[config.mk]
export PLATFORM = sky130hd
export DESIGN_NAME = dqf_ram
export DESIGN_NICKNAME = d
export VERILOG_FILES = /design/src/hw/rtl/dqf_ram.sv
export SDC_FILE = /design/constraint.sdc
export NUM_CORES = 1
export LEC_CHECK = 0
export BUFFER_PORTS_ARGS = -buffer_cell sky130_fd_sc_hd__buf_2
export CAP_MARGIN = 20
export CORE_ASPECT_RATIO = 1.5
export CORE_MARGIN = 2
export CORE_UTILIZATION = 56
export DETAILED_ROUTE_END_ITERATION = 6
export PLACE_DENSITY = 0.75
export SLEW_MARGIN = 20
export SYNTH_ARGS = -nofsm -noshare
export SYNTH_HDL_FRONTEND = slang
export SYNTH_SLANG_ARGS = --single-unit
[constraint.sdc]
create_clock -name clock -period 2.4 [get_ports clock]
set_clock_uncertainty 0.05 [all_clocks]
set_input_delay 0.48 -clock clock [delete_from_list [all_inputs] [get_ports clock]]
set_output_delay 0.48 -clock clock [all_outputs]
set_load 0.05 [all_outputs]
[src/hw/rtl/dqf_ram.sv]
// Generic single-port-write, single-port-read RAM with registered read data.
module dqf_ram #(
   parameter int WIDTH = 8,
   parameter int DEPTH = 64
) (
   input  logic                     clock,
   input  logic                     wr_en,
   input  logic [$clog2(DEPTH)-1:0] wr_addr,
   input  logic [WIDTH-1:0]         wr_data,
   input  logic                     rd_en,
   input  logic [$clog2(DEPTH)-1:0] rd_addr,
   output logic [WIDTH-1:0]         rd_data
);

   logic [WIDTH-1:0] mem_ff [DEPTH];
   logic [WIDTH-1:0] rd_data_ff;

   // Write the addressed entry
   always_ff @(posedge clock) begin
      if (wr_en) begin
         mem_ff[wr_addr] <= wr_data;
      end
   end

   // Register the read data, hold it otherwise
   always_ff @(posedge clock) begin
      if (rd_en) begin
         rd_data_ff <= mem_ff[rd_addr];
      end
   end

   assign rd_data = rd_data_ff;

endmodule

## Yosys cells after proc, flatten, opt, wreduce, memory -nomap -nowiden

Memory sizes are Yosys's and may differ from the RTL's. A register that Yosys moved wholly into a read port is not among the register bits.
Cells that the tools add are included.

- ROM bits: 0
- Memories: 1
- Register bits: 0
- Output and inout bits: 8
- Latch bits: 0
- RAM bits: 512

- Divide/modulo/power cells: 0
- Muxes and demuxes: 2
- Add/sub/neg operators: 0
- Bitwise logic cells: 0
- $mul: 0
- Equal/unequal tests: 0
- Shift operators: 0
- Reduce and logical (&&, ||, !) cells: 0
- Magnitude comparators: 0

Memory list:

| name | depth | bits a word | rd ports | clocked after Yosys merged registers in | write ports | line | RTL |
|---|---|---|---|---|---|---|---|
| mem_ff | 64 | 8 | 1 | 1 | 1 | 15 | `logic [WIDTH-1:0] mem_ff [DEPTH];` |

Operators by type and width:

| kind | number |
|---|---|
| 1-bit two-way mux | 2 |

## Logic depth before layout (Yosys ltp)

Gate-level depths: netlist of the first run.

- Depth after elaboration: 2
- Depth in mapped cells: 9

## Worst setup path after synthesis of the first run

OpenSTA, ideal clock, no wires.

- Kind: input-to-reg
- Start point: input rd_addr[1]
- End point: register rd_data_ff[3] (netlist: rd_data[3]) (read register of mem_ff), data pin
- Data required time: 2084 ps
- Arrival time: 2020 ps
- Setup time: 266 ps
- Path slack: 64 ps
- Cell stages on the path: 7
- Cells stage by stage: buf_4 -> buf_2 -> buf_2 -> mux4_2 -> mux4_2 -> o21ai_1 -> o41ai_1

RTL lines:

| element | line | RTL |
|---|---|---|
| start: declaration | 11 | `input logic [$clog2(DEPTH)-1:0] rd_addr,` |
| end: declaration | 16 | `logic [WIDTH-1:0] rd_data_ff;` |

==> flow_metrics.env, run 1 <==
export IMPL_nFillCells=2329
export IMPL_outcome="completed"
export IMPL_max_cap_viol_count=0
export IMPL_crit_buf_inv=0
export IMPL_synthesis_nets=963
export IMPL_slew_headroom_pct=52.6
export IMPL_diodes=0
export IMPL_mostFrequentLayoutCells="edfxtp_1 (520), buf_4 (143), mux4_2 (126), nor2_1 (83), clkbuf_16 (47)"
export IMPL_wl_met3_um=3130
export IMPL_crit_slowest_cell="mux4_2"
export IMPL_drv_slew=0
export IMPL_grt_setup_unrepaired="false"
export IMPL_dr_pass1_iters=5
export IMPL_placed_cell_area_sq_um=22000
export IMPL_hold_violations=0
export IMPL_final_nets=1143
export IMPL_slowest_delay_ns=0.48
export IMPL_grt_pass1_vias=10600
export IMPL_num_rows=85
export IMPL_ant_nets=0
export IMPL_cts_hold_buf=0
export IMPL_grt_pass1_wl_um=67300
export IMPL_post_cts_resized=0
export IMPL_syn_area_per_cell_sq_um=21.5
export IMPL_ir_worst_vdd_uv=598
export IMPL_clock_sinks=520
export IMPL_ios=31
export IMPL_io_buffers=30
export IMPL_ys_warn_count=0
export IMPL_cp_depth=5
export IMPL_synthesis_area_sq_um=20200
export IMPL_fin_crit_ns=2.27
export IMPL_die_w_um=159
export IMPL_worstSetupStartpointType="flop"
export IMPL_dieArea_sq_um=37700
export IMPL_grt_max_degree=65
export IMPL_reg2reg_depth=5
export IMPL_vias=10100
export IMPL_fp_dieH_um=237
export IMPL_startpoint="mem_ff[21][6]$_DFFE_PP_"
export IMPL_crit_fanout=1
export IMPL_synth_flop_cell="edfxtp_1"
export IMPL_fin_crit_sh_pct=94.6
export IMPL_path_clk_slew_ns=0.07
export IMPL_cts_tree="built"
export IMPL_crit_family="multiplexers"
export IMPL_drive_above_1_share_pct=33.8
export IMPL_regArea_sq_um=15600
export IMPL_regToRegStartpoint="mem_ff[21][6]$_DFFE_PP_"
export IMPL_whs_ns=0.252
export IMPL_max_clock_freq_mhz=440
export IMPL_ys_ff_latch=520
export IMPL_worst_pin_slew_ns=0.711
export IMPL_finalWirelength_um=45200
export IMPL_leakagePower_uw=0.00763
export IMPL_final_area_sq_um=23500
export IMPL_finalSetupViolCount=0
export IMPL_async_reset_ff_share_pct=0
export IMPL_cts_buffer_depth=3
export IMPL_r2r_slack_ns=0.13
export IMPL_drtIter0Drc=1041
export IMPL_end_kind="flop"
export IMPL_gp_congestion=0.892
export IMPL_cts_max_level=2
export IMPL_start_util_pct=56.7
export IMPL_post_cts_buffers=0
export IMPL_cp_data_arrival_time_ns=2.51
export IMPL_multi_input_area_sq_um=4320
export IMPL_synth_distinct_cells=39
export IMPL_cp_required_ns=2.63
export IMPL_setup_tns_ns=0
export IMPL_drc_errors=0
export IMPL_core_sq_um=35700
export IMPL_drt_vias_per_instance=6.19
export IMPL_m1WireLength_um=16300
export IMPL_endpoint="rd_data[6]$_DFFE_PP_"
export IMPL_antenna_found_initial=0
export IMPL_powerDensity_nw_per_um2=780
export IMPL_worstPathCellList="mux4_2, mux2_2, o221a_2, nor3_1, o32ai_1"
export IMPL_final_common_cell="edfxtp_1"
export IMPL_syn2layout_area_growth_pct=15.9
export IMPL_p_total_uw=18300
export IMPL_reg2reg_to="rd_data[6]$_DFFE_PP_"
export IMPL_synth_edf_count=520
export IMPL_synthCells=940
export IMPL_cts_root_buffer="clkbuf_16"
export IMPL_cts_made_buffers=46
export IMPL_wl_met2_um=23900
export IMPL_clkLatencyLatePin_ns=0.57
export IMPL_wl_per_cell_um=27.7
export IMPL_path_class="reg2reg"
export IMPL_top_layer="met4"
export IMPL_hpwl_um=29800
export IMPL_hold_class="in2reg"
export IMPL_seq_area_frac_synth_pct=77.1
export IMPL_grt_usage_pct=24.6
export IMPL_grt_overflow_total=0
## area by class of cell
cell class	count	share of cell area (%)
flip-flops and latches	520	66.6
repair buffers	183	6.30
clock buffers	54	5.13
multi-input cells	369	18.4
clock inverters	27	1.06
well taps	478	2.55
## cells in the mapped netlist, types with 2 or more instances
library cell	count	area, sq um
edfxtp_1	520	15600
a221oi_1	6	52.6
o2bb2ai_1	3	26.3
o221a_2	2	22.5
nand2b_1	7	43.8
nand4_1	2	12.5
mux2_2	13	146
nor2b_1	14	87.6
o21a_1	2	15.0
o2111ai_1	3	26.3
buf_4	13	97.6
nor2_1	83	312
a22oi_1	3	22.5
nor3_1	7	35.0
a21oi_1	3	15.0
a2111oi_0	2	17.5
buf_6	4	45.0
buf_1	4	15.0
o221ai_1	8	70.1
o32ai_1	2	17.5
o41ai_1	2	17.5
nor4_1	2	12.5
nand3b_1	3	22.5
a211oi_1	4	30.0
buf_12	2	40.0
o21ai_0	2	10.0
clkbuf_1	17	63.8
nand2_1	19	71.3
o21ai_1	2	10.0
nand3_1	13	65.1
buf_2	11	55.1
mux4_2	126	2840
o22ai_1	8	50.1
mux2i_1	23	230
## sequential cells by signal (all words and copies together), names as in the netlist
register,flops
mem_ff,512
rd_data,8
## layer usage
metal  up-vias  global-route usage, %
met1      5215                   30.9
met5         -                      0
met4         0                   9.89
li1       4291                      -
met2       486                   43.6
met3       112                   3.54
## cells by family after synthesis
family / count (synthesis) / synth area share, %
multiplexers: 162 / 15.9
AO/OA/AOI/OAI: 54 / 2.06
flip-flops: 520 / 77.1
AND/OR/NAND/NOR: 153 / 3.37
buffers and inverters: 51 / 1.56
## where the power goes
| group | switching, uW | total (uW) | internal (uW) |
|---|---|---|---|
| registers | 26.1 | 10100 | 10100 |
| logic | 634 | 1070 | 440 |
| clock network | 3120 | 7130 | 4020 |
## stage by stage
| stage | util, % | std cells | worst slack, ns |
|---|---|---|---|
| after floorplan | - | 940 | 0.0637 |
| after global placement | 61.6 | 1550 | -0.393 |
| after detailed placement | 61.6 | 1550 | -0.427 |
| after CTS | 65.6 | 1631 | 0.128 |
| after global routing | 65.6 | 1631 | 0.0473 |
| final | 65.6 | 1631 | 0.129 |
## worst min path at each step
stage               startpoint                     end  slack [ns]  cells after the start
floorplan           wr_data[0]  mem_ff[0][0]$_DFFE_PP_        0.53                      0
global placement         rd_en    rd_data[7]$_DFFE_PP_        0.83                      1
detailed placement       rd_en    rd_data[7]$_DFFE_PP_        0.83                      1
CTS                      rd_en    rd_data[7]$_DFFE_PP_        0.24                      1
global route             rd_en    rd_data[7]$_DFFE_PP_        0.25                      1
finish                   rd_en    rd_data[7]$_DFFE_PP_        0.25                      1
Power figures use the tool's default switching activity.
==> run 2: changes to the inputs <==
--- a/config.mk
+++ b/config.mk
@@ -5,12 +5,13 @@
 export SDC_FILE = /design/constraint.sdc
 export NUM_CORES = 1
 export LEC_CHECK = 0
-export BUFFER_PORTS_ARGS = -buffer_cell sky130_fd_sc_hd__buf_2
 export CAP_MARGIN = 20
 export CORE_ASPECT_RATIO = 1.5
 export CORE_MARGIN = 2
-export CORE_UTILIZATION = 56
+export CORE_UTILIZATION = 57
 export DETAILED_ROUTE_END_ITERATION = 6
+export DONT_BUFFER_PORTS = 1
+export HOLD_SLACK_MARGIN = 0.08
 export PLACE_DENSITY = 0.75
 export SLEW_MARGIN = 20
 export SYNTH_ARGS = -nofsm -noshare
==> run 2 against run 1 <==
  * Cell count is 6.6% lower
  * Largest power group unchanged
  * Critical endpoint is now rd_data[7]$_DFFE_PP_
  * Count of clock-buffer cells in the layout is 2 lower
  * Global-route usage is 0.25 points higher
  * Via count is 3.2% lower
  * Non-clock buffer count is 98 lower
  * Die area is 1.7% lower
==> flow_metrics.env, run 2 (synthesis gave the netlist of run 1 again) <==
export IMPL_outcome="completed"
export IMPL_hold_class="in2reg"
export IMPL_max_clock_freq_mhz=456
export IMPL_top_register="mem_ff"
export IMPL_grt_max_degree=138
export IMPL_clock_sinks=520
export IMPL_hpwl_um=25200
export IMPL_whs_ns=0.105
export IMPL_end_kind="flop"
export IMPL_syn2layout_area_growth_pct=11.9
export IMPL_gp_congestion=0.790
export IMPL_cp_data_arrival_time_ns=2.43
export IMPL_cts_tree="built"
export IMPL_clkLatencyLatePin_ns=0.55
export IMPL_max_cap_viol_count=0
export IMPL_startpoint="mem_ff[52][7]$_DFFE_PP_"
export IMPL_grt_usage_pct=24.9
export IMPL_mostFrequentLayoutCells="edfxtp_1 (520), mux4_2 (126), nor2_1 (83), buf_4 (76), clkbuf_16 (45)"
export IMPL_finalSetupViolCount=0
export IMPL_hp_start="rd_addr[5]"
export IMPL_io_buffers=0
export IMPL_r2r_slack_ns=0.21
export IMPL_p_switching_uw=3470
export IMPL_ant_nets=0
export IMPL_fin_crit_sh_pct=91.4
export IMPL_grt_pass1_wl_um=66000
export IMPL_leakagePower_uw=0.00712
export IMPL_regArea_sq_um=15600
export IMPL_dr_pass1_iters=5
export IMPL_multi_input_area_sq_um=4320
export IMPL_clkPwrFrac_pct=38.1
export IMPL_drc_errors=0
export IMPL_start_util_pct=57.9
export IMPL_post_cts_resized=0
export IMPL_powerDensity_nw_per_um2=774
export IMPL_worst_pin_slew_ns=0.597
export IMPL_grt_setup_unrepaired="false"
export IMPL_share_comb_of_total_power_pct=4.1
export IMPL_hold_end="rd_data[3]$_DFFE_PP_"
export IMPL_worstSetupStartpointType="flop"
export IMPL_slew_headroom_pct=59.2
export IMPL_drive_above_1_share_pct=27.2
export IMPL_drv_slew=0
export IMPL_cts_buffer_depth=3
export IMPL_grt_pass1_vias=10100
export IMPL_intPower_uw=14100
export IMPL_cts_made_buffers=43
export IMPL_cp_required_ns=2.63
export IMPL_fp_dieH_um=235
export IMPL_final_nets=1042
export IMPL_regToRegStartpoint="mem_ff[52][7]$_DFFE_PP_"
export IMPL_final_common_cell="edfxtp_1"
export IMPL_ios=31
export IMPL_ir_worst_vdd_uv=430
export IMPL_die_w_um=158
export IMPL_cts_max_level=2
export IMPL_vias=9778
export IMPL_num_rows=84
export IMPL_reg2reg_to="rd_data[7]$_DFFE_PP_"
export IMPL_path_clk_slew_ns=0.07
export IMPL_wl_per_cell_um=29.0
export IMPL_antenna_found_initial=0
export IMPL_drtIter0Drc=1076
export IMPL_swShare_pct=19.8
export IMPL_fin_crit_ns=2.19
export IMPL_cts_root_buffer="clkbuf_16"
export IMPL_reg2reg_depth=4
export IMPL_hold_depth=1
export IMPL_diodes=0
export IMPL_core_sq_um=35000
export IMPL_drt_vias_per_instance=6.42
export IMPL_largest_reg_flops=512
export IMPL_hold_violations=0
export IMPL_grt_overflow_total=0
export IMPL_finalWirelength_um=44200
export IMPL_path_class="reg2reg"
export IMPL_crit_fanout=1
export IMPL_pwr_share_seq_pct=57.8
export IMPL_setup_tns_ns=0
export IMPL_dieArea_sq_um=37100
export IMPL_nFillCells=2167
-- run 2: cell type report --
class,count,share of cell area [%]
multi-input cells,369,19.0
flip-flops and latches,520,68.9
clock inverters,25,0.784
repair buffers,85,3.53
well taps,473,2.61
clock buffers,52,5.09
-- run 2: how the worst max path moves through the flow --
stage                                      end  cells after the start  slack [ns]
after global placement    rd_data[7]$_DFFE_PP_                      4        0.07
final                     rd_data[7]$_DFFE_PP_                      4        0.21
after global routing      rd_data[7]$_DFFE_PP_                      4        0.15
after floorplan           rd_data[3]$_DFFE_PP_                      7        0.06
after CTS                 rd_data[7]$_DFFE_PP_                      4        0.22
after detailed placement  rd_data[5]$_DFFE_PP_                      5      -0.005
-- run 2: layer usage --
layer	vias to the layer above	global-route usage (%)	part of all wire, %
li1	4075	-	-
met1	5113	33.4	36
met2	498	40.6	52
met3	92	4.98	8.8
met4	0	9.50	3.5
met5	-	0	0
-- run 2: critical path, cell delays in order, from the launching register on --
cell and delay (ns):
edfxtp_1 0.37, mux4_2 0.54, mux4_2 0.50, o21ai_0 0.36, nand2_1 0.11
-- run 2: power by group through the flow --
stage	clock network [uW]	registers (uW)	logic (uW)
after global routing	7080	10100	750
after floorplan	0	10300	536
after CTS	6760	10100	715
final	6680	10100	712
after global placement	0	10300	519
after detailed placement	0	10300	528
-- run 2: stage by stage --
| stage | total power, uW | setup slack (ns) | cells | cell area [sq um] | utilization [%] |
|---|---|---|---|---|---|
| after floorplan | 10900 | 0.0637 | 940 | 20200 | - |
| after global placement | 10900 | 0.0710 | 1438 | 21100 | 60.3 |
| after detailed placement | 10900 | -0.00479 | 1438 | 21100 | 60.3 |
| after CTS | 17600 | 0.221 | 1524 | 22700 | 64.7 |
| after global routing | 18000 | 0.153 | 1524 | 22700 | 64.7 |
| final | 17500 | 0.206 | 1524 | 22700 | 64.7 |
-- run 2: repair_timing --
item | CTS | global route
hold buffers | 9 | 0
endpoints found under the hold margin | 520 | 0
buffers inserted | 0 | 0
==> run 3: changes to the inputs <==
--- a/config.mk
+++ b/config.mk
@@ -13,6 +13,7 @@
 export DONT_BUFFER_PORTS = 1
 export HOLD_SLACK_MARGIN = 0.08
 export PLACE_DENSITY = 0.75
+export SETUP_SLACK_MARGIN = 0.4
 export SLEW_MARGIN = 20
 export SYNTH_ARGS = -nofsm -noshare
 export SYNTH_HDL_FRONTEND = slang
==> run 3 against run 2 <==
  * Die area did not move
  * Sequential power barely moved
  * Clock power rose by 6.4%
  * Setup slack improved by 0.10 ns
  * Sequential share of layout area fell by 0.82 points
  * Maximum frequency rose by 4.9%
  * Combinational power rose by 3.8%
  * Final area rose by 1.2%
  * First-iteration DRC count rose by 9.9%
  * Critical endpoint is now rd_data[6]$_DFFE_PP_
  * Largest power group unchanged
  * Highest routed layer unchanged
==> flow_metrics.env, run 3 (synthesis gave the netlist of run 1 again) <==
export IMPL_outcome="completed"
export IMPL_regToRegStartpoint="mem_ff[35][6]$_DFFE_PP_"
export IMPL_cts_root_buffer="clkbuf_16"
export IMPL_p_total_uw=18000
export IMPL_fin_crit_sh_pct=87.1
export IMPL_max_clock_freq_mhz=478
export IMPL_cts_made_buffers=45
export IMPL_reg2reg_to="rd_data[6]$_DFFE_PP_"
export IMPL_hold_violations=0
export IMPL_leakagePower_uw=0.00722
export IMPL_ios=31
export IMPL_drc_errors=0
export IMPL_start_util_pct=57.9
export IMPL_clkPwrFrac_pct=39.5
export IMPL_path_class="reg2reg"
export IMPL_final_nets=1052
export IMPL_slowest_delay_ns=0.57
export IMPL_fin_crit_ns=2.09
export IMPL_drtIter0Drc=1182
export IMPL_grt_pass1_wl_um=65600
export IMPL_drv_slew=0
export IMPL_path_clk_slew_ns=0.07
export IMPL_vias=9864
export IMPL_hpwl_um=25500
export IMPL_hold_class="in2reg"
export IMPL_final_util_pct=65.5
export IMPL_crit_fanout=1
export IMPL_worstPathCellList="mux4_2, mux4_2, nor2_1, buf_4, o32ai_2"
export IMPL_clock_sinks=520
export IMPL_cp_data_arrival_time_ns=2.34
export IMPL_slew_headroom_pct=56.2
export IMPL_swShare_pct=19.9
export IMPL_grt_setup_unrepaired="true"
export IMPL_setup_tns_ns=0
export IMPL_reg2reg_depth=5
export IMPL_clkLatencyLatePin_ns=0.56
export IMPL_syn2layout_area_growth_pct=13.2
export IMPL_grt_overflow_total=0
export IMPL_cpMostUsedCell="mux4_2"
export IMPL_largest_reg_flops=512
export IMPL_share_comb_of_total_power_pct=4.1
export IMPL_grt_pass1_vias=10000
export IMPL_pwr_share_seq_pct=56.4
export IMPL_r2r_slack_ns=0.31
export IMPL_cts_tree="built"
export IMPL_whs_ns=0.110
export IMPL_ir_worst_vdd_uv=546
export IMPL_die_w_um=158
export IMPL_top_register="mem_ff"
export IMPL_finalWirelength_um=44100
export IMPL_antenna_found_initial=1
export IMPL_max_cap_viol_count=0
export IMPL_intPower_uw=14400
export IMPL_io_buffers=0
export IMPL_fp_dieH_um=235
export IMPL_dr_pass1_iters=5
export IMPL_ant_nets=0
export IMPL_gp_congestion=0.810
export IMPL_dieArea_sq_um=37100
export IMPL_hold_depth=1
export IMPL_cts_buffer_depth=3
export IMPL_p_switching_uw=3580
export IMPL_finalSetupViolCount=0
export IMPL_worstSetupStartpointType="flop"
export IMPL_drive_above_1_share_pct=29.7
export IMPL_end_kind="flop"
export IMPL_cts_max_level=2
export IMPL_mostFrequentLayoutCells="edfxtp_1 (520), mux4_2 (126), buf_4 (84), nor2_1 (81), clkbuf_16 (45)"
export IMPL_hold_end="rd_data[5]$_DFFE_PP_"
export IMPL_grt_usage_pct=24.6
export IMPL_core_sq_um=35000
export IMPL_num_rows=84
export IMPL_wl_per_cell_um=28.7
export IMPL_grt_max_degree=138
export IMPL_final_area_sq_um=22900
export IMPL_final_common_cell="edfxtp_1"
export IMPL_placed_cell_area_sq_um=21200
export IMPL_hp_start="rd_addr[5]"
export IMPL_startpoint="mem_ff[35][6]$_DFFE_PP_"
export IMPL_crit_slowest_cell="mux4_2"
export IMPL_powerDensity_nw_per_um2=785
export IMPL_drt_vias_per_instance=6.42
export IMPL_cp_required_ns=2.65
export IMPL_worst_pin_slew_ns=0.651
-- run 3: what timing repair did --
| item | in CTS | in global routing |
|---|---|---|
| hold buffers | 9 | 0 |
| setup buffers | 0 | 0 |
| gates resized for setup | 13 | 8 |
| pin swaps | 3 | 4 |
| endpoints found under the hold margin | 520 | 0 |
| setup endpoints to repair | 7 | 8 |
-- run 3: worst max-delay path: cells and delay by family, from the launching register on --
family	cells	cell delay, ns
buffers and inverters	1	0.12
AND/OR/NAND/NOR	1	0.12
flip-flops	1	0.38
AO/OA/AOI/OAI	1	0.07
multiplexers	2	1.10
-- run 3: per-layer routing --
metal  global-route usage [%]  vias to the layer above  wire [um]
li1                         -                     4110          -
met1                     33.8                     5189      16100
met2                     40.0                      482      22700
met5                        0                        -          0
met3                     4.72                       83       3860
met4                     8.68                        0       1440
-- run 3: worst max path at each step --
stage | to | slack [ns] | cells past startpoint
after floorplan | rd_data[7]$_DFFE_PP_ | 0.18 | 7
after global placement | rd_data[7]$_DFFE_PP_ | -0.26 | 4
after detailed placement | rd_data[7]$_DFFE_PP_ | -0.25 | 4
after CTS | rd_data[6]$_DFFE_PP_ | 0.33 | 5
after global routing | rd_data[6]$_DFFE_PP_ | 0.30 | 5
final | rd_data[6]$_DFFE_PP_ | 0.31 | 5
-- run 3: power groups by stage --
stage / combinational [uW] / sequential [uW] / clock, uW
final: 739 / 10100 / 7110
after global placement: 526 / 10300 / 0
after CTS: 732 / 10100 / 7210
after global routing: 778 / 10100 / 7520
after detailed placement: 533 / 10300 / 0
after floorplan: 544 / 10300 / 0
-- run 3: through the flow --
step | setup slack (ns) | cells
floorplan | 0.185 | 940
global placement | -0.256 | 1446
detailed placement | -0.253 | 1446
CTS | 0.332 | 1535
global route | 0.303 | 1536
finish | 0.309 | 1536
-- run 3: layout make-up --
cell class | count | area, sq um
Timing Repair Buffer | 93 | 861
Antenna cell | 1 | 2.50
Sequential cell | 520 | 15600
Clock buffer | 49 | 1140
Fill cell | 2179 | 12100
Multi-Input combinational cell | 369 | 4420
Clock inverter | 31 | 290
Tap cell | 473 | 592
